File: config.mk
export PLATFORM = sky130hd
export DESIGN_NAME = mil1553_packet_message_walker_flat
export DESIGN_NICKNAME = d
export VERILOG_FILES = /design/src/hw/rtl/mpw_pkg.sv /design/src/hw/rtl/mpw_if.sv /design/src/hw/rtl/mpw_walker.sv /design/src/hw/rtl/mpw_layout.sv /design/src/hw/rtl/mil1553_packet_message_walker.sv /design/src/flat_wrapper.sv
export SDC_FILE = /design/constraint.sdc
export NUM_CORES = 1
export LEC_CHECK = 0
export BUFFER_PORTS_ARGS = -buffer_cell sky130_fd_sc_hd__buf_2
export CORE_ASPECT_RATIO = 0.75
export CORE_MARGIN = 10
export CORE_UTILIZATION = 60
export DETAILED_ROUTE_END_ITERATION = 10
export PLACE_DENSITY = 0.82
export SETUP_SLACK_MARGIN = 0.1
export SYNTH_ARGS = -nofsm -noshare
export SYNTH_HDL_FRONTEND = slang
export SYNTH_SLANG_ARGS = --single-unit
File: constraint.sdc
create_clock -name clk -period 9.9 [get_ports clk]
set_input_delay 1.98 -clock clk [delete_from_list [all_inputs] [get_ports clk]]
set_output_delay 1.98 -clock clk [all_outputs]
set_load 0.1 [all_outputs]
File: src/hw/rtl/mpw_pkg.sv
// Shared types, constants and status codes for the 1553 packet message walker.
// No dependencies; every other file of the block imports this package.
`default_nettype none

package mpw_pkg;

  // Packet layout constants (bytes)
  localparam int unsigned CHANNEL_WORD_BYTES = 4;
  localparam int unsigned HEADER_BYTES       = 14;
  localparam int unsigned MAX_MESSAGES       = 100000;

  // Field widths
  localparam int unsigned OFFSET_W = 20;
  localparam int unsigned LENGTH_W = 16;
  localparam int unsigned COUNT_W  = 24;
  localparam int unsigned INDEX_W  = 17;
  localparam int unsigned WORDS_W  = 6;
  localparam int unsigned CMD_W    = 16;

  // Command word decode constants
  localparam logic [4:0]         SA_MODE_ZERO  = 5'h00;
  localparam logic [4:0]         SA_MODE_ONES  = 5'h1F;
  localparam logic [WORDS_W-1:0] MAX_WORDS     = WORDS_W'(32);
  localparam int unsigned        WC_MODE_BIT   = 4;
  localparam int unsigned        TR_BIT        = 10;

  typedef enum logic {
    FUNC_FIRST = 1'b0,
    FUNC_NEXT  = 1'b1
  } func_t;

  typedef enum logic [1:0] {
    ST_OK      = 2'd0,
    ST_NO_DATA = 2'd1,
    ST_OVERRUN = 2'd2
  } status_t;

  // One message header transaction
  typedef struct packed {
    func_t               func;
    logic [COUNT_W-1:0]  message_count;
    logic [OFFSET_W-1:0] data_length;
    logic [LENGTH_W-1:0] msg_length;
    logic                rt_to_rt;
    logic [CMD_W-1:0]    cmd_word_one;
    logic [CMD_W-1:0]    cmd_word_two;
  } item_t;

  // One result transaction
  typedef struct packed {
    status_t             status;
    logic [INDEX_W-1:0]  message_index;
    logic [OFFSET_W-1:0] header_offset;
    logic [WORDS_W-1:0]  word_count;
    logic [OFFSET_W-1:0] data_offset;
    logic [OFFSET_W-1:0] status_one_offset;
    logic [OFFSET_W-1:0] status_two_offset;
    logic                has_second_command;
  } result_t;

  // Walker decision handed to the layout logic
  typedef struct packed {
    logic                ok;
    status_t             status;
    logic [INDEX_W-1:0]  index;
    logic [OFFSET_W-1:0] header_offset;
  } verdict_t;

endpackage

`default_nettype wire

File: src/hw/rtl/mpw_if.sv
// Valid/ready channel interfaces for message items and results.
// Depends on mpw_pkg for the payload types.
`default_nettype none

interface mpw_item_if;
  import mpw_pkg::*;
  logic  valid;
  logic  ready;
  item_t payload;
  modport source (output valid, output payload, input ready);
  modport sink   (input valid, input payload, output ready);
endinterface

interface mpw_result_if;
  import mpw_pkg::*;
  logic    valid;
  logic    ready;
  result_t payload;
  modport source (output valid, output payload, input ready);
  modport sink   (input valid, input payload, output ready);
endinterface

`default_nettype wire

File: src/hw/rtl/mpw_walker.sv
// Packet walk state and checks: running offset, message number, terminal status.
// Depends on mpw_pkg.
`default_nettype none

module mpw_walker (
  input  wire logic             clk,
  input  wire logic             rst,
  input  wire logic             step,
  input  wire mpw_pkg::item_t   item_q,
  output mpw_pkg::verdict_t     verdict
);
  import mpw_pkg::*;

  logic [OFFSET_W-1:0] running_offset, running_offset_next;
  logic [LENGTH_W-1:0] previous_length, previous_length_next;
  logic [COUNT_W-1:0]  packet_count, packet_count_next;
  logic [OFFSET_W-1:0] packet_length, packet_length_next;
  logic [INDEX_W-1:0]  message_number, message_number_next;
  status_t             terminal_status, terminal_status_next;

  // Candidate header offset: fixed after the channel word, or advance past the last message
  logic [OFFSET_W:0]   offset;
  logic [OFFSET_W+1:0] msg_end;

  always_comb begin
    if (item_q.func == FUNC_FIRST) begin
      offset = (OFFSET_W+1)'(CHANNEL_WORD_BYTES);
    end else begin
      offset = {1'b0, running_offset} + (OFFSET_W+1)'(HEADER_BYTES)
             + (OFFSET_W+1)'(previous_length);
    end
    msg_end = {1'b0, offset} + (OFFSET_W+2)'(HEADER_BYTES)
            + (OFFSET_W+2)'(item_q.msg_length);
  end

  // Checks and next state
  always_comb begin
    logic do_check;
    do_check             = 1'b0;
    running_offset_next  = running_offset;
    previous_length_next = previous_length;
    packet_count_next    = packet_count;
    packet_length_next   = packet_length;
    message_number_next  = message_number;
    terminal_status_next = terminal_status;
    verdict.ok            = 1'b0;
    verdict.status        = terminal_status;
    verdict.header_offset = offset[OFFSET_W-1:0];

    if (item_q.func == FUNC_FIRST) begin
      terminal_status_next = ST_OK;
      message_number_next  = '0;
      packet_count_next    = item_q.message_count;
      packet_length_next   = item_q.data_length;
      if (item_q.message_count == '0) begin
        verdict.status = ST_NO_DATA;
      end else if (item_q.message_count > COUNT_W'(MAX_MESSAGES)) begin
        verdict.status = ST_OVERRUN;
      end else begin
        do_check = 1'b1;
      end
    end else if (terminal_status != ST_OK) begin
      // Terminal: repeat status, state untouched
      verdict.status = terminal_status;
    end else begin
      if (message_number != '1) begin
        message_number_next = message_number + INDEX_W'(1);
      end
      if (COUNT_W'(message_number_next) >= packet_count) begin
        verdict.status = ST_NO_DATA;
      end else begin
        do_check = 1'b1;
      end
    end

    if (do_check) begin
      running_offset_next = offset[OFFSET_W-1:0];
      if (offset >= (OFFSET_W+1)'(packet_length_next) ||
          msg_end > (OFFSET_W+2)'(packet_length_next)) begin
        verdict.status = ST_OVERRUN;
      end else begin
        verdict.ok           = 1'b1;
        verdict.status       = ST_OK;
        previous_length_next = item_q.msg_length;
      end
    end

    // A failure on this transaction becomes the terminal status
    if (!verdict.ok && !(item_q.func == FUNC_NEXT && terminal_status != ST_OK)) begin
      terminal_status_next = verdict.status;
    end
    verdict.index = message_number_next;
  end

  always_ff @(posedge clk) begin
    if (rst) begin
      running_offset  <= '0;
      previous_length <= '0;
      packet_count    <= '0;
      packet_length   <= '0;
      message_number  <= '0;
      terminal_status <= ST_OK;
    end else if (step) begin
      running_offset  <= running_offset_next;
      previous_length <= previous_length_next;
      packet_count    <= packet_count_next;
      packet_length   <= packet_length_next;
      message_number  <= message_number_next;
      terminal_status <= terminal_status_next;
    end
  end

endmodule

`default_nettype wire

File: src/hw/rtl/mpw_layout.sv
// Word offset layout of one 1553 message: data and status words, word count.
// Depends on mpw_pkg.
`default_nettype none

module mpw_layout (
  input  wire mpw_pkg::verdict_t verdict,
  input  wire logic              rt_to_rt,
  input  wire logic [15:0]       cmd_word_one,
  input  wire logic [15:0]       cmd_word_two,
  output mpw_pkg::result_t       result
);
  import mpw_pkg::*;

  // Data word count with the mode code rule
  function automatic logic [WORDS_W-1:0] words_of(input logic [CMD_W-1:0] cw);
    logic [4:0] sub;
    logic [4:0] cnt;
    sub = cw[9:5];
    cnt = cw[4:0];
    if (sub == SA_MODE_ZERO || sub == SA_MODE_ONES) begin
      return WORDS_W'(cnt[WC_MODE_BIT]);
    end else if (cnt == '0) begin
      return MAX_WORDS;
    end else begin
      return WORDS_W'(cnt);
    end
  endfunction

  logic [WORDS_W-1:0]  wc;
  logic [OFFSET_W:0]   cmd1, data, st1, st2;

  always_comb begin
    cmd1 = (OFFSET_W+1)'(verdict.header_offset) + (OFFSET_W+1)'(HEADER_BYTES);
    st2  = '0;
    if (!rt_to_rt) begin
      wc = words_of(cmd_word_one);
      if (!cmd_word_one[TR_BIT]) begin
        // Receive: command, data, status
        data = cmd1 + (OFFSET_W+1)'(2);
        st1  = data + (OFFSET_W+1)'({wc, 1'b0});
      end else begin
        // Transmit: command, status, data
        st1  = cmd1 + (OFFSET_W+1)'(2);
        data = cmd1 + (OFFSET_W+1)'(4);
      end
    end else begin
      // RT-to-RT: command one, command two, status two, data, status one
      wc   = words_of(cmd_word_two);
      st2  = cmd1 + (OFFSET_W+1)'(4);
      data = cmd1 + (OFFSET_W+1)'(6);
      st1  = data + (OFFSET_W+1)'({wc, 1'b0});
    end
  end

  // Failures carry only status and index
  always_comb begin
    result               = '0;
    result.status        = verdict.status;
    result.message_index = verdict.index;
    if (verdict.ok) begin
      result.header_offset      = verdict.header_offset;
      result.word_count         = wc;
      result.data_offset        = data[OFFSET_W-1:0];
      result.status_one_offset  = st1[OFFSET_W-1:0];
      result.status_two_offset  = st2[OFFSET_W-1:0];
      result.has_second_command = rt_to_rt;
    end
  end

endmodule

`default_nettype wire

File: src/hw/rtl/mil1553_packet_message_walker.sv
// MIL-STD-1553 packet message walker, top level.
// Depends on mpw_pkg, mpw_if, mpw_walker and mpw_layout.
//
// Usage:
//   item   - valid/ready channel of message headers. A transaction with func
//            FUNC_FIRST starts a packet and brings its message count and data
//            length; FUNC_NEXT transactions walk the following messages.
//   result - valid/ready channel with one result per item: status, message
//            index, header offset, data and status word offsets, word count.
// Path: an accepted item passes the input register, then the result register.
// Throughput: one item per cycle while result is not held; the walk state
//   (offset, length, message number) updates in the same cycle the item
//   leaves the input register, so the next item sees it immediately.
// Reset: rst (synchronous) clears the walk state, so a next item before any
//   first item reports no more data. Both pipeline registers empty.
// Stall: when result is held (valid and not ready) both stages freeze and
//   item.ready falls once the input register is full; nothing is dropped.
`default_nettype none

module mil1553_packet_message_walker (
  input  wire logic       clk,
  input  wire logic       rst,
  mpw_item_if.sink        item,
  mpw_result_if.source    result
);
  import mpw_pkg::*;

  logic     s1_valid;
  item_t    s1_item;
  logic     advance;
  verdict_t verdict;
  result_t  result_d;

  assign advance    = !result.valid || result.ready;
  assign item.ready = !s1_valid || advance;

  // Input register
  always_ff @(posedge clk) begin
    if (rst) begin
      s1_valid <= 1'b0;
    end else if (item.ready) begin
      s1_valid <= item.valid;
    end
  end

  always_ff @(posedge clk) begin
    if (item.ready && item.valid) begin
      s1_item <= item.payload;
    end
  end

  mpw_walker u_walker (
    .clk     (clk),
    .rst     (rst),
    .step    (advance && s1_valid),
    .item_q  (s1_item),
    .verdict (verdict)
  );

  mpw_layout u_layout (
    .verdict      (verdict),
    .rt_to_rt     (s1_item.rt_to_rt),
    .cmd_word_one (s1_item.cmd_word_one),
    .cmd_word_two (s1_item.cmd_word_two),
    .result       (result_d)
  );

  // Result register
  always_ff @(posedge clk) begin
    if (rst) begin
      result.valid <= 1'b0;
    end else if (advance) begin
      result.valid <= s1_valid;
    end
  end

  always_ff @(posedge clk) begin
    if (advance && s1_valid) begin
      result.payload <= result_d;
    end
  end

endmodule

`default_nettype wire

File: src/flat_wrapper.sv
// flat-port wrapper written by rule: the top's interface ports become plain ports
module mil1553_packet_message_walker_flat import mpw_pkg::*;
  (clk, rst, item_valid, item_payload, item_ready, result_valid, result_payload, result_ready);
  mpw_item_if item_i ();
  mpw_result_if result_i ();
  input  wire logic clk;
  input  wire logic rst;
  input wire logic [$bits(item_i.valid)-1:0] item_valid;
  input wire logic [$bits(item_i.payload)-1:0] item_payload;
  output wire logic [$bits(item_i.ready)-1:0] item_ready;
  output wire logic [$bits(result_i.valid)-1:0] result_valid;
  output wire logic [$bits(result_i.payload)-1:0] result_payload;
  input wire logic [$bits(result_i.ready)-1:0] result_ready;
  assign item_i.valid = item_valid;
  assign item_i.payload = item_payload;
  assign item_ready = item_i.ready;
  assign result_valid = result_i.valid;
  assign result_payload = result_i.payload;
  assign result_i.ready = result_ready;
  mil1553_packet_message_walker u_core (.clk(clk), .rst(rst), .item(item_i), .result(result_i));
endmodule
**Word level (Yosys, flattened, before mapping)**

Cells that the tools add are included.

- Multiplexer cells: 33
- Eq/ne operators: 4
- Order comparisons: 4
- Reduce and logical (&&, ||, !) cells: 24
- Bitwise operators: 2
- Add/sub/neg operators: 11

Operators by type and width:

| operator | number |
|---|---|
| two-way mux 20 bit | 5 |
| two-way mux 17 bit | 5 |
| two-way mux 6 bit | 7 |
| adder 20 x 3 -> 20 bit (second input constant) | 2 |
| adder 20 x 7 -> 20 bit | 2 |
| >= comparator 17 x 24 -> 1 bit | 1 |
| > comparator 24 x 17 -> 1 bit (second input constant) | 1 |
| zero test 24 bit | 1 |
| adder 21 x 4 -> 22 bit (second input constant) | 1 |
| adder 22 x 16 -> 22 bit | 1 |
| > comparator 22 x 20 -> 1 bit | 1 |
| adder 20 x 4 -> 21 bit (second input constant) | 1 |
| adder 21 x 16 -> 21 bit | 1 |
| >= comparator 21 x 20 -> 1 bit | 1 |
| two-way mux 21 bit | 1 |
| adder 20 x 2 -> 20 bit (second input constant) | 1 |
| adder 20 x 4 -> 20 bit (second input constant) | 1 |
| zero test 5 bit | 4 |
| adder 17 x 1 -> 17 bit (second input constant) | 1 |
| != test 17 bit (second input constant) | 1 |
| two-way mux 2 bit | 8 |
| equality test 5 bit (second input constant) | 2 |
| AND reduction 2 bit | 4 |
| two-way mux 1 bit | 6 |
| 8 further kinds | 19 |

- Register bits: 290
- Word-level logic and storage cells: 101
- Input bits: 98
- Output and inout port bits: 108

**Logic depth before layout (Yosys ltp)**

Gate-level depths: netlist of the first run.

- Depth after elaboration: 13
- Mapped depth: 37
- Gate-level depth less buffers: 34

**Hierarchy**

From an unflattened synthesis of the first run, not the netlist that was laid out.

- Cell total of the unflattened synthesis: 1854
- Area total of the unflattened synthesis: 18232.5 µm²

By module, submodules not included:

| module | area each (µm²) | times used | seq. area each (µm²) | cells each |
|---|---|---|---|---|
| mpw_walker | 8229.1 | 1 | 1981.9 | 1061 |
| mil1553_packet_message_walker | 6109.6 | 1 | 6045.8 | 210 |
| mpw_layout | 3893.7 | 1 | 0.0 | 583 |

**Worst setup path before layout of the first run**

Ideal clock, no wire load.

- Kind: reg-to-reg
- From: reg u_core.s1_item[93] (netlist name)
- To: reg u_core.u_walker.previous_length[10]
- Clock period less this slack: 6.892 ns
- Data arrival time: 6.760 ns
- Data required time: 9.768 ns
- Path buffers: 8
- Stages on the path, launching flop included: 38
- Setup slack: 3.008 ns
- Path through: edfxtp_1 > buf_2 > buf_2 > clkbuf_1 > buf_1 > buf_1 > clkbuf_1 > nand2_1 > inv_1 > ha_1 > ha_1 > fa_1 > a21o_1 > a21oi_1 > o21bai_1 > a21oi_1 > o21bai_1 > a21oi_1 > [... 2 more ...] > o21ai_0 > a21o_1 > a21oi_1 > xnor2_1 > ha_1 > a21o_1 > a21oi_1 > nor2b_1 > o21ai_0 > nand2b_1 > a211o_1 > a221oi_1 > o211ai_1 > or2_2 > clkbuf_1 > clkbuf_1 > nand2_1 > a21oi_1

- Cells in the longest elaborated chain, start to end: 7
- Elaborated cells between the ends (all ways): 10

Ends and longest elaborated chain:

| element | RTL line | RTL |
|---|---|---|
| from (decl) | mil1553_packet_message_walker.sv:29 | `item_t s1_item;` |
| from (signal assigned) | mil1553_packet_message_walker.sv:48 | `s1_item <= item.payload;` |
| two-way mux 21 bit | mpw_walker.sv:26 | `if (item_q.func == FUNC_FIRST) begin` |
| adder 21 x 4 -> 22 bit | mpw_walker.sv:32 | `msg_end = {1'b0, offset} + (OFFSET_W+2)'(HEADER_BYTES)` |
| adder 22 x 16 -> 22 bit | mpw_walker.sv:33 | `+ (OFFSET_W+2)'(item_q.msg_length);` |
| > comparator 22 x 20 -> 1 bit | mpw_walker.sv:79 | `msg_end > (OFFSET_W+2)'(packet_length_next)) begin` |
| logical OR 1 bit | mpw_walker.sv:78 | `if (offset >= (OFFSET_W+1)'(packet_length_next) \|\|` |
| inverter 1 bit (no line) | - |  |
| AND reduction 3 bit (no line) (*) | - |  |
| to (signal assigned) | mpw_walker.sv:105 | `previous_length <= previous_length_next;` |
| to (decl) | mpw_walker.sv:15 | `logic [LENGTH_W-1:0] previous_length, previous_length_next;` |

Every way passes the cells marked *; elsewhere a longest branch is shown, timed or not.
A chain may end at the register's enable or synchronous reset.

==> impl_metrics.ini, run 1 <==
[status]
status = complete, no violations

[worst_setup_path]
cp-start-kind = flip-flop
r2r_slack_ps = 1250
slowest_delay_ps = 550
critPathMaxFanout = 27
rr_worst_depth = 35
cp-end-kind = flip-flop
r2r_end = u_core.result.payload[38]$_SDFFCE_PN0P_
cp_top_family = compound AO/OA/AOI/OAI gates
crit_slowest_cell = nand2_1
cp.required_ps = 10170
crit_type = reg2reg
reg2reg_from = u_core.u_walker.previous_length[1]$_SDFFE_PP0P_
crit_buf_inv = 6
arrival_ps = 8920

[detailed_routing]
drtIter0Drc = 1552
first_pass_iters = 6
via_per_inst = 5.944
routedWlPerCell_um = 18.83
wirelength_um = 45580
vias = 14391
drc = 0
drtAntennaViolNets = 0

[grt]
grt_pass1_vias = 13730
grt_usage = 0.2426
overflow = 0
grt_max_degree = 102
grt_pass1_wl_um = 72850
antenna_found_initial = 0

[pwr]
p_int_uw = 2207
switching_share = 0.3130
p_clk_frac = 0.339
pwr-share-seq = 0.428
peakVddDrop_mv = 0.1449
comb_power_share = 0.233
power.net_switching_uw = 1006
p_total_uw = 3213
power.density_nw_per_um2 = 162.8
leakage_uw = 0.007963

[placement]
io_buffers = 194
place.gp.congestion = 0.9265
dpl.hpwl_um = 34500
dpl_cell_area_sq_um = 18780

[clocking]
cts_buffers = 29
post_cts_resize_count = 0
cts.sinks = 288
cts.htree.levels = 1
cts_tree = yes
clkSlewWorstSetupHoldPaths_ps = 60
cts_hold_buf = 0
cts_root_buf = clkbuf_16
clkLatencyLatePin_ps = 550
cts.path.max_buffers = 3
post_cts_buffers = 0

[sta]
setup-violations-final = 0
slew_headroom = 0.1406
tns_ps = 0
hold_viol_final = 0
hold_ws_ps = 454.7
final-max-slew-violation-count = 0
rsz0062_at_grt = no
final.setup_skew_ps = 12.06
worst_pin_slew_ps = 1286
period_share = 0.8735
period_needed_ps = 8647
fmax_mhz = 115.6

[hold_path]
hold_path_class = reg2reg
whs_path_depth = 2
min_to = u_core.u_walker.packet_count[20]$_SDFFE_PP0P_
min_from = u_core.u_walker.packet_count[20]$_SDFFE_PP0P_

[yosys]
synth-seq-cells = 288
synth_top_area_frac = 0.3195
synth_nets = 2098
async_flop_share = 0
synth-seq-area-share = 0.4346
syn_inst = 1857
synth.most_common_cell = nor2_1
synth_top_cells_by_count = 230 x nor2_1, 198 x nand2_1, 187 x edfxtp_1, 139 x ha_1, 138 x a21oi_1
synth_top_cell_by_area = edfxtp_1
synth_edf_count = 187
synth_ff_type = edfxtp_1
synth_area_sq_um = 17570
ys_types = 89
yosysWarnings = 0
synth_area_leaders = edfxtp_1 32%, dfxtp_1 12%, ha_1 9.9%
postSynthAreaPerCell_sq_um = 9.464

[cells_and_area]
fin_area_sq_um = 19730
finalNetCount = 2248
fillers = 2270
antenna_cells = 0
syn2layout_area_growth_pct = 12.28
drive_above_1_share = 0.1444

[floorplanning]
num_rows = 54
dieArea_sq_um = 36610
die_w_um = 217.6
core_sq_um = 28990
pin_count = 206
dieHeight_um = 168.2
start_util = 0.6063

[flow_run]
max_cap_viol_count = 0
## flip-flops by register name, indices dropped and copies added, names as in the netlist
signal / cells
u_core.result.payload: 104
u_core.result.valid: 1
u_core.s1_item: 83
u_core.s1_valid: 1
u_core.u_walker.message_number: 17
u_core.u_walker.packet_count: 24
u_core.u_walker.packet_length: 20
u_core.u_walker.previous_length: 16
u_core.u_walker.running_offset: 20
u_core.u_walker.terminal_status: 2
## worst max path at each step
stage,cells after the start,to,start,slack [ps]
after CTS,35,u_core.result.payload[38]$_SDFFCE_PN0P_,u_core.u_walker.running_offset[1]$_SDFFE_PP0P_,1440
after floorplan,37,u_core.u_walker.previous_length[10]$_SDFFE_PP0P_,u_core.s1_item[93]$_DFFE_PP_,3010
after global routing,35,u_core.result.payload[38]$_SDFFCE_PN0P_,u_core.u_walker.running_offset[1]$_SDFFE_PP0P_,500
after detailed placement,35,u_core.result.payload[38]$_SDFFCE_PN0P_,u_core.u_walker.running_offset[1]$_SDFFE_PP0P_,1490
after global placement,35,u_core.result.payload[38]$_SDFFCE_PN0P_,u_core.u_walker.previous_length[1]$_SDFFE_PP0P_,1670
final,35,u_core.result.payload[38]$_SDFFCE_PN0P_,u_core.u_walker.previous_length[1]$_SDFFE_PP0P_,1250
## kinds of logic after synthesis
family / share of synthesized area
adder cells (fa/ha/maj): 0.1035
flip-flops: 0.4346
AND/OR/NAND/NOR: 0.1815
AO/OA/AOI/OAI: 0.1374
buffers and inverters: 0.03894
XOR/XNOR: 0.07903
multiplexers: 0.02499
## placed cells by master (no fill, tap or decap), types with 6 or more instances in the layout
cell type / n
nand4_1: 32
nor2_1: 230
nor2b_1: 13
buf_2: 194
dfxtp_1: 101
mux2i_1: 36
nand2_1: 198
a21o_1: 26
xor2_1: 63
buf_4: 14
edfxtp_1: 187
a31oi_1: 14
inv_1: 79
or3_1: 10
o211ai_1: 9
or2_2: 7
o21ai_0: 48
nand2b_1: 15
nand3_1: 42
and2_1: 21
o21bai_1: 10
ha_1: 139
nor3_1: 40
mux2_2: 6
xnor2_1: 91
o21a_1: 16
and3_1: 21
a21oi_1: 138
clkbuf_16: 30
clkinv_2: 8
a221oi_1: 6
nor4_1: 16
a211oi_1: 50
a211o_1: 9
## area by class of cell
cell class	count	area [sq um]	area share
Clock inverter	14	122.6	0.006214
Clock buffer	39	834.6	0.04229
Sequential cell	288	7637	0.3870
Timing Repair Buffer	208	1076	0.05453
Inverter	83	316.6	0.01604
Multi-Input combinational cell	1397	9255	0.4690
Tap cell	392	490.5	0.02486
## metal layers
| metal | track usage | vias to the layer above | routed length [um] |
|---|---|---|---|
| met5 | 0 | - | 0 |
| met4 | 0.04641 | 0 | 665 |
| met3 | 0.04764 | 58 | 3787 |
| met2 | 0.3706 | 550 | 20200 |
| met1 | 0.3508 | 6840 | 20930 |
| li1 | - | 6943 | - |
## power groups by stage
| stage | sequential (uW) | clock (uW) | combinational [uW] |
|---|---|---|---|
| floorplan | 1560 | 0 | 408 |
| global placement | 1400 | 0 | 714 |
| detailed placement | 1400 | 0 | 735 |
| CTS | 1370 | 1110 | 741 |
| global route | 1380 | 1160 | 813 |
| finish | 1370 | 1090 | 749 |
## metrics by stage
stage / worst slack [ps] / cells / util
floorplan: 3008 / 1857 / -
global placement: 1669 / 2368 / 0.6478
detailed placement: 1487 / 2368 / 0.6478
CTS: 1435 / 2421 / 0.6808
global route: 496.6 / 2421 / 0.6808
finish: 1253 / 2421 / 0.6808
## worst register-to-register path, delay by kind of cell (launching register included)
family / cells / cell delay, ps
adder cells (fa/ha/maj): 6 / 1970
XOR/XNOR: 1 / 150
buffers and inverters: 6 / 980
flip-flops: 1 / 340
AND/OR/NAND/NOR: 5 / 1420
AO/OA/AOI/OAI: 17 / 3540
Note: power is estimated with default switching activity, not from simulation.
==> run 2, diff against run 1 <==
--- a/config.mk
+++ b/config.mk
@@ -6,11 +6,11 @@
 export NUM_CORES = 1
 export LEC_CHECK = 0
 export BUFFER_PORTS_ARGS = -buffer_cell sky130_fd_sc_hd__buf_2
-export CORE_ASPECT_RATIO = 0.75
+export CORE_ASPECT_RATIO = 0.6
 export CORE_MARGIN = 10
 export CORE_UTILIZATION = 60
 export DETAILED_ROUTE_END_ITERATION = 10
-export PLACE_DENSITY = 0.82
+export PLACE_DENSITY = 0.78
 export SETUP_SLACK_MARGIN = 0.1
 export SYNTH_ARGS = -nofsm -noshare
 export SYNTH_HDL_FRONTEND = slang
==> run 2 against run 1 <==
Against the previous run:
- wire length increased by 6.0%
- clock skew increased by 11 ps
- design area decreased by 0.53%
- global-route usage increased by 1.2 points
- die area increased by 0.42%
- maximum frequency decreased by 1.6%
- via count increased by 0.67%
- register-to-register slack got worse by 140 ps
- critical endpoint unchanged
==> impl_metrics.ini, run 2 (synthesis results as in run 1) <==
[cells_and_area]
drive_above_1_share = 0.1416
layout.cells.non_filler = 2402
largest_register_ff_count = 104
reg_top3 = u_core.result.payload x104, u_core.s1_item x83, u_core.u_walker.packet_count x24
finalNetCount = 2247
final_common_cell = nor2_1
regMostFlops = u_core.result.payload
syn2layout_area_growth_pct = 11.69
fillers = 2326
final_core_utilization = 0.6809
antenna_cells = 0
layout_common_cells = 230 x nor2_1, 198 x nand2_1, 194 x buf_2, 187 x edfxtp_1, 139 x ha_1

[floorplanning]
pin_count = 206
dieArea_sq_um = 36760
core_sq_um = 28830
die_w_um = 240.9
num_rows = 48
dieHeight_um = 152.6
start_util = 0.6096

[grt]
antenna_found_initial = 1
grt_pass1_wl_um = 75330
grt_usage = 0.2546
grt_max_degree = 105
grt_pass1_vias = 13471
overflow = 0

[clocking]
cts.sinks = 288
cts.path.max_buffers = 3
cts_hold_buf = 0
cts_tree = yes
clkLatencyLatePin_ps = 570
post_cts_resize_count = 0
cts.htree.levels = 1
clkSlewWorstSetupHoldPaths_ps = 70
cts_root_buf = clkbuf_16
cts_buffers = 27
post_cts_buffers = 0

[placement]
dpl.hpwl_um = 36600
io_buffers = 194
dp.cells = 2352
place.gp.congestion = 0.9614

[hold_path]
whs_path_depth = 2
hold_path_class = reg2reg

[detailed_routing]
routedWlPerCell_um = 20.11
met1_length_um = 22400
first_pass_iters = 6
drtIter0Drc = 1615
wl_met3_um = 5389
via_per_inst = 6.032
drc = 0
drtAntennaViolNets = 0
wl_met2_um = 19770
maxUsedRoutingLayer = met5
wirelength_um = 48310
vias = 14488

[worst_setup_path]
arrival_ps = 9060
cp.required_ps = 10170
rr_worst_depth = 34
crit_buf_inv = 5
cp-start-kind = flip-flop
cp-end-kind = flip-flop
critPathMaxFanout = 20
cp_top_family = compound AO/OA/AOI/OAI gates
cp.depth = 34
crit_slowest_cell = nand2_1
crit_type = reg2reg
slowest_delay_ps = 680

[status]
status = complete, no violations

[sta]
setup-violations-final = 0
hold_viol_final = 0
worst_pin_slew_ps = 1255
slew_headroom = 0.1528
period_share = 0.8874
final.setup_skew_ps = 22.67
fmax_mhz = 113.8
rsz0062_at_grt = no
hold_ws_ps = 457.1
period_needed_ps = 8785
tns_ps = 0
final-max-slew-violation-count = 0

[pwr]
power.density_nw_per_um2 = 160.6
peakVddDrop_mv = 0.1344
leakage_uw = 0.007919

[flow_run]
max_cap_viol_count = 0
-- run 2: cell types whose count changed in the layout (fill, tap and decap cells not counted), sizes merged --
cell and delta:
buf +1, bufinv -1, clkbuf -3, clkinv +1, clkinvlp -1, inv +1
-- run 2: report_power, final --
part | leakage [uW] | total (uW) | switching (uW) | internal [uW]
combinational | 0.00487 | 755 | 534 | 221
clock | 0.000426 | 1020 | 455 | 567
sequential | 0.00262 | 1370 | 28.0 | 1350
total | 0.00792 | 3150 | 1020 | 2130
-- run 2: final timing paths --
path / startpoint / to / slack (ps)
min reg2reg: u_core.u_walker.packet_count[9]$_SDFFE_PP0P_ / u_core.u_walker.packet_count[9]$_SDFFE_PP0P_ / 460
max: u_core.u_walker.previous_length[1]$_SDFFE_PP0P_ / u_core.result.payload[38]$_SDFFCE_PN0P_ / 1110
max reg2reg: u_core.u_walker.previous_length[1]$_SDFFE_PP0P_ / u_core.result.payload[38]$_SDFFCE_PN0P_ / 1110
min: u_core.u_walker.packet_count[9]$_SDFFE_PP0P_ / u_core.u_walker.packet_count[9]$_SDFFE_PP0P_ / 460
-- run 2: final cells by class --
cell class	instances	area [sq um]	share of cell area
clock buffers	36	760.7	0.03876
inverters	83	316.6	0.01613
repair buffers	209	1084	0.05520
clock inverters	14	106.4	0.005418
flip-flops and latches	288	7637	0.3891
well taps	375	469.2	0.02390
multi-input cells	1397	9255	0.4715
-- run 2: worst reg2reg max path: cells and delay by family (launching register included) --
family,cells,cell delay [ps]
AND/OR/NAND/NOR,5,1580
AO/OA/AOI/OAI,17,3860
adder cells (fa/ha/maj),6,1940
flip-flops,1,340
buffers and inverters,5,590
XOR/XNOR,1,170
-- run 2: per-layer routing --
layer | track usage | up-vias
li1 | - | 6930
met1 | 0.3776 | 6879
met2 | 0.3570 | 626
met3 | 0.08074 | 51
met4 | 0.04235 | 2
met5 | 0 | -
-- run 2: per-stage QoR --
stage	worst slack, ps	power [uW]	cell area [sq um]
final	1115	3152	19630
after detailed placement	1462	2141	18760
after global placement	1657	2119	18760
after global routing	649.3	3288	19630
after CTS	1389	3159	19630
after floorplan	3008	1968	17570
==> run 3, diff against run 2 <==
==> constraint.sdc (replaced) <==
create_clock -name clk -period 9.5 [get_ports clk]
set_input_delay 1.9 -clock clk [delete_from_list [all_inputs] [get_ports clk]]
set_output_delay 1.9 -clock clk [all_outputs]
set_load 0.1 [all_outputs]
==> run 3 against run 2 <==
Against the previous run:
- worst hold slack got worse by 1.2 ps
- clock power is 7% higher
- clock skew shrank 4.9 ps
- core utilization grew 0.16 points
- combinational power grew 6.5%
- critical path depth stayed put
- sequential power grew 4%
- die area stayed put
- worst setup slack lost 210 ps
- total power increased by 5.4%
- wire length grew 1.5%
- first-iteration DRC count is 4.6% higher
- highest routed layer is now met4
==> impl_metrics.ini, run 3 (synthesis results as in run 1) <==
[cells_and_area]
finalNetCount = 2251
syn2layout_area_growth_pct = 11.95
drive_above_1_share = 0.1467
final_core_utilization = 0.6825
reg_top3 = u_core.result.payload x104, u_core.s1_item x83, u_core.u_walker.packet_count x24
final_common_cell = nor2_1
layout.cells.non_filler = 2407
regMostFlops = u_core.result.payload
layout_common_cells = 230 x nor2_1, 198 x nand2_1, 194 x buf_2, 187 x edfxtp_1, 139 x ha_1
antenna_cells = 0
largest_register_ff_count = 104

[worst_setup_path]
r2r_slack_ps = 910
critPathMaxFanout = 34
cp.required_ps = 9770
crit_slowest_cell = fa_1
cp-start-kind = flip-flop
crit_type = reg2reg
reg2reg_from = u_core.u_walker.running_offset[1]$_SDFFE_PP0P_
cp-end-kind = flip-flop
r2r_end = u_core.result.payload[40]$_SDFFCE_PN0P_
rr_worst_depth = 34
arrival_ps = 8860
slowest_delay_ps = 480

[grt]
grt_max_degree = 102
grt_pass1_wl_um = 75290
grt.met1_usage = 0.3933
grt_usage = 0.2558
antenna_found_initial = 0
grt_busiest_layer = met1
met3_usage = 0.07027
met2_usage = 0.3523
grt_pass1_vias = 13519
overflow = 0

[sta]
hold_viol_final = 0
fin_ws_ps = 908.7
setup-violations-final = 0
final.setup_skew_ps = 17.72
final-max-slew-violation-count = 0
rsz0062_at_grt = no
fmax_mhz = 116.4
worst_pin_slew_ps = 1186
period_share = 0.9043
slew_headroom = 0.2092
period_needed_ps = 8591
tns_ps = 0

[pwr]
peakVddDrop_mv = 0.1489
power.density_nw_per_um2 = 168.9
p_total_uw = 3322
leakage_uw = 0.007919

[hold_path]
min_from = u_core.u_walker.packet_length[0]$_SDFFE_PP0P_
whs_path_depth = 2
min_to = u_core.u_walker.packet_length[0]$_SDFFE_PP0P_
hold_path_class = reg2reg

[clocking]
cts.sinks = 288
clkLatencyLatePin_ps = 570
cts_buffers = 28
cts_hold_buf = 0
post_cts_resize_count = 0
clkSlewWorstSetupHoldPaths_ps = 70
post_cts_buffers = 0
cts_tree = yes
cts.path.max_buffers = 3
cts_root_buf = clkbuf_16
cts.htree.levels = 1

[detailed_routing]
first_pass_iters = 6
drtAntennaViolNets = 0
routedWlPerCell_um = 20.37
drtIter0Drc = 1690
drc = 0
wirelength_um = 49030
vias = 14524
via_per_inst = 6.034

[floorplanning]
num_rows = 48
start_util = 0.6096
pin_count = 206
dieHeight_um = 152.6
core_sq_um = 28830
dieArea_sq_um = 36760
die_w_um = 240.9

[placement]
io_buffers = 194
place.gp.congestion = 0.9709
pre_cts_slack_ps = 1151
dpl.hpwl_um = 36780
dp.cells = 2355

[flow_run]
max_cap_viol_count = 0

[status]
status = complete, no violations
==> run 3: cell type report <==
class                      instances  area, sq um
timing repair buffer             212         1106
sequential                       288         7637
clock buffer                      34        754.5
clock inverter                    18        136.4
inverter                          83        316.6
fill                            2245         9153
tap                              375        469.2
multi-input combinational       1397         9255
==> run 3: metrics by stage <==
step	hold slack (ps)	cell area, sq um
2_1_floorplan	432.9	17570
3_3_place_gp	439.4	18780
3_5_place_dp	447.5	18780
4_1_cts	458.0	19680
5_1_grt	482.8	19680
6_report	455.9	19680
==> run 3: how the worst max path moves through the flow <==
stage                                                             endpoint  depth (start not counted)  slack [ps]                                            start
final                              u_core.result.payload[40]$_SDFFCE_PN0P_                         34         910   u_core.u_walker.running_offset[1]$_SDFFE_PP0P_
after global routing               u_core.result.payload[40]$_SDFFCE_PN0P_                         34         350   u_core.u_walker.running_offset[1]$_SDFFE_PP0P_
after CTS                          u_core.result.payload[40]$_SDFFCE_PN0P_                         34        1100   u_core.u_walker.running_offset[1]$_SDFFE_PP0P_
after detailed placement           u_core.result.payload[40]$_SDFFCE_PN0P_                         34        1150   u_core.u_walker.running_offset[1]$_SDFFE_PP0P_
after global placement             u_core.result.payload[31]$_SDFFCE_PN0P_                         34        1370  u_core.u_walker.previous_length[1]$_SDFFE_PP0P_
after floorplan           u_core.u_walker.previous_length[10]$_SDFFE_PP0P_                         37        2610                     u_core.s1_item[93]$_DFFE_PP_
==> run 3: layer usage <==
| metal | vias to the layer above | wire length (um) | part of all wire |
|---|---|---|---|
| met5 | - | 0 | 0 |
| met4 | 0 | 681 | 0.014 |
| met3 | 46 | 5521 | 0.11 |
| met2 | 683 | 19800 | 0.40 |
| met1 | 6864 | 23020 | 0.47 |
| li1 | 6931 | - | - |
==> run 3: worst max-delay path, delay by kind of cell (launching register included) <==
| kind | cells | cell delay, ps |
|---|---|---|
| adders and majority gates | 6 | 1940 |
| xor gates and xnor gates | 1 | 150 |
| AOI/OAI and AO/OA | 17 | 3790 |
| DFF | 1 | 340 |
| buffers and inverters | 6 | 1120 |
| and+or+nand+nor | 4 | 900 |
==> run 3: power by group <==
part	total, uW	internal (uW)	leakage (uW)	switching, uW
sequential	1430	1400	0.00262	26.8
combinational	804	233	0.00488	571
clock	1090	577	0.000411	512
total	3320	2210	0.00792	1110
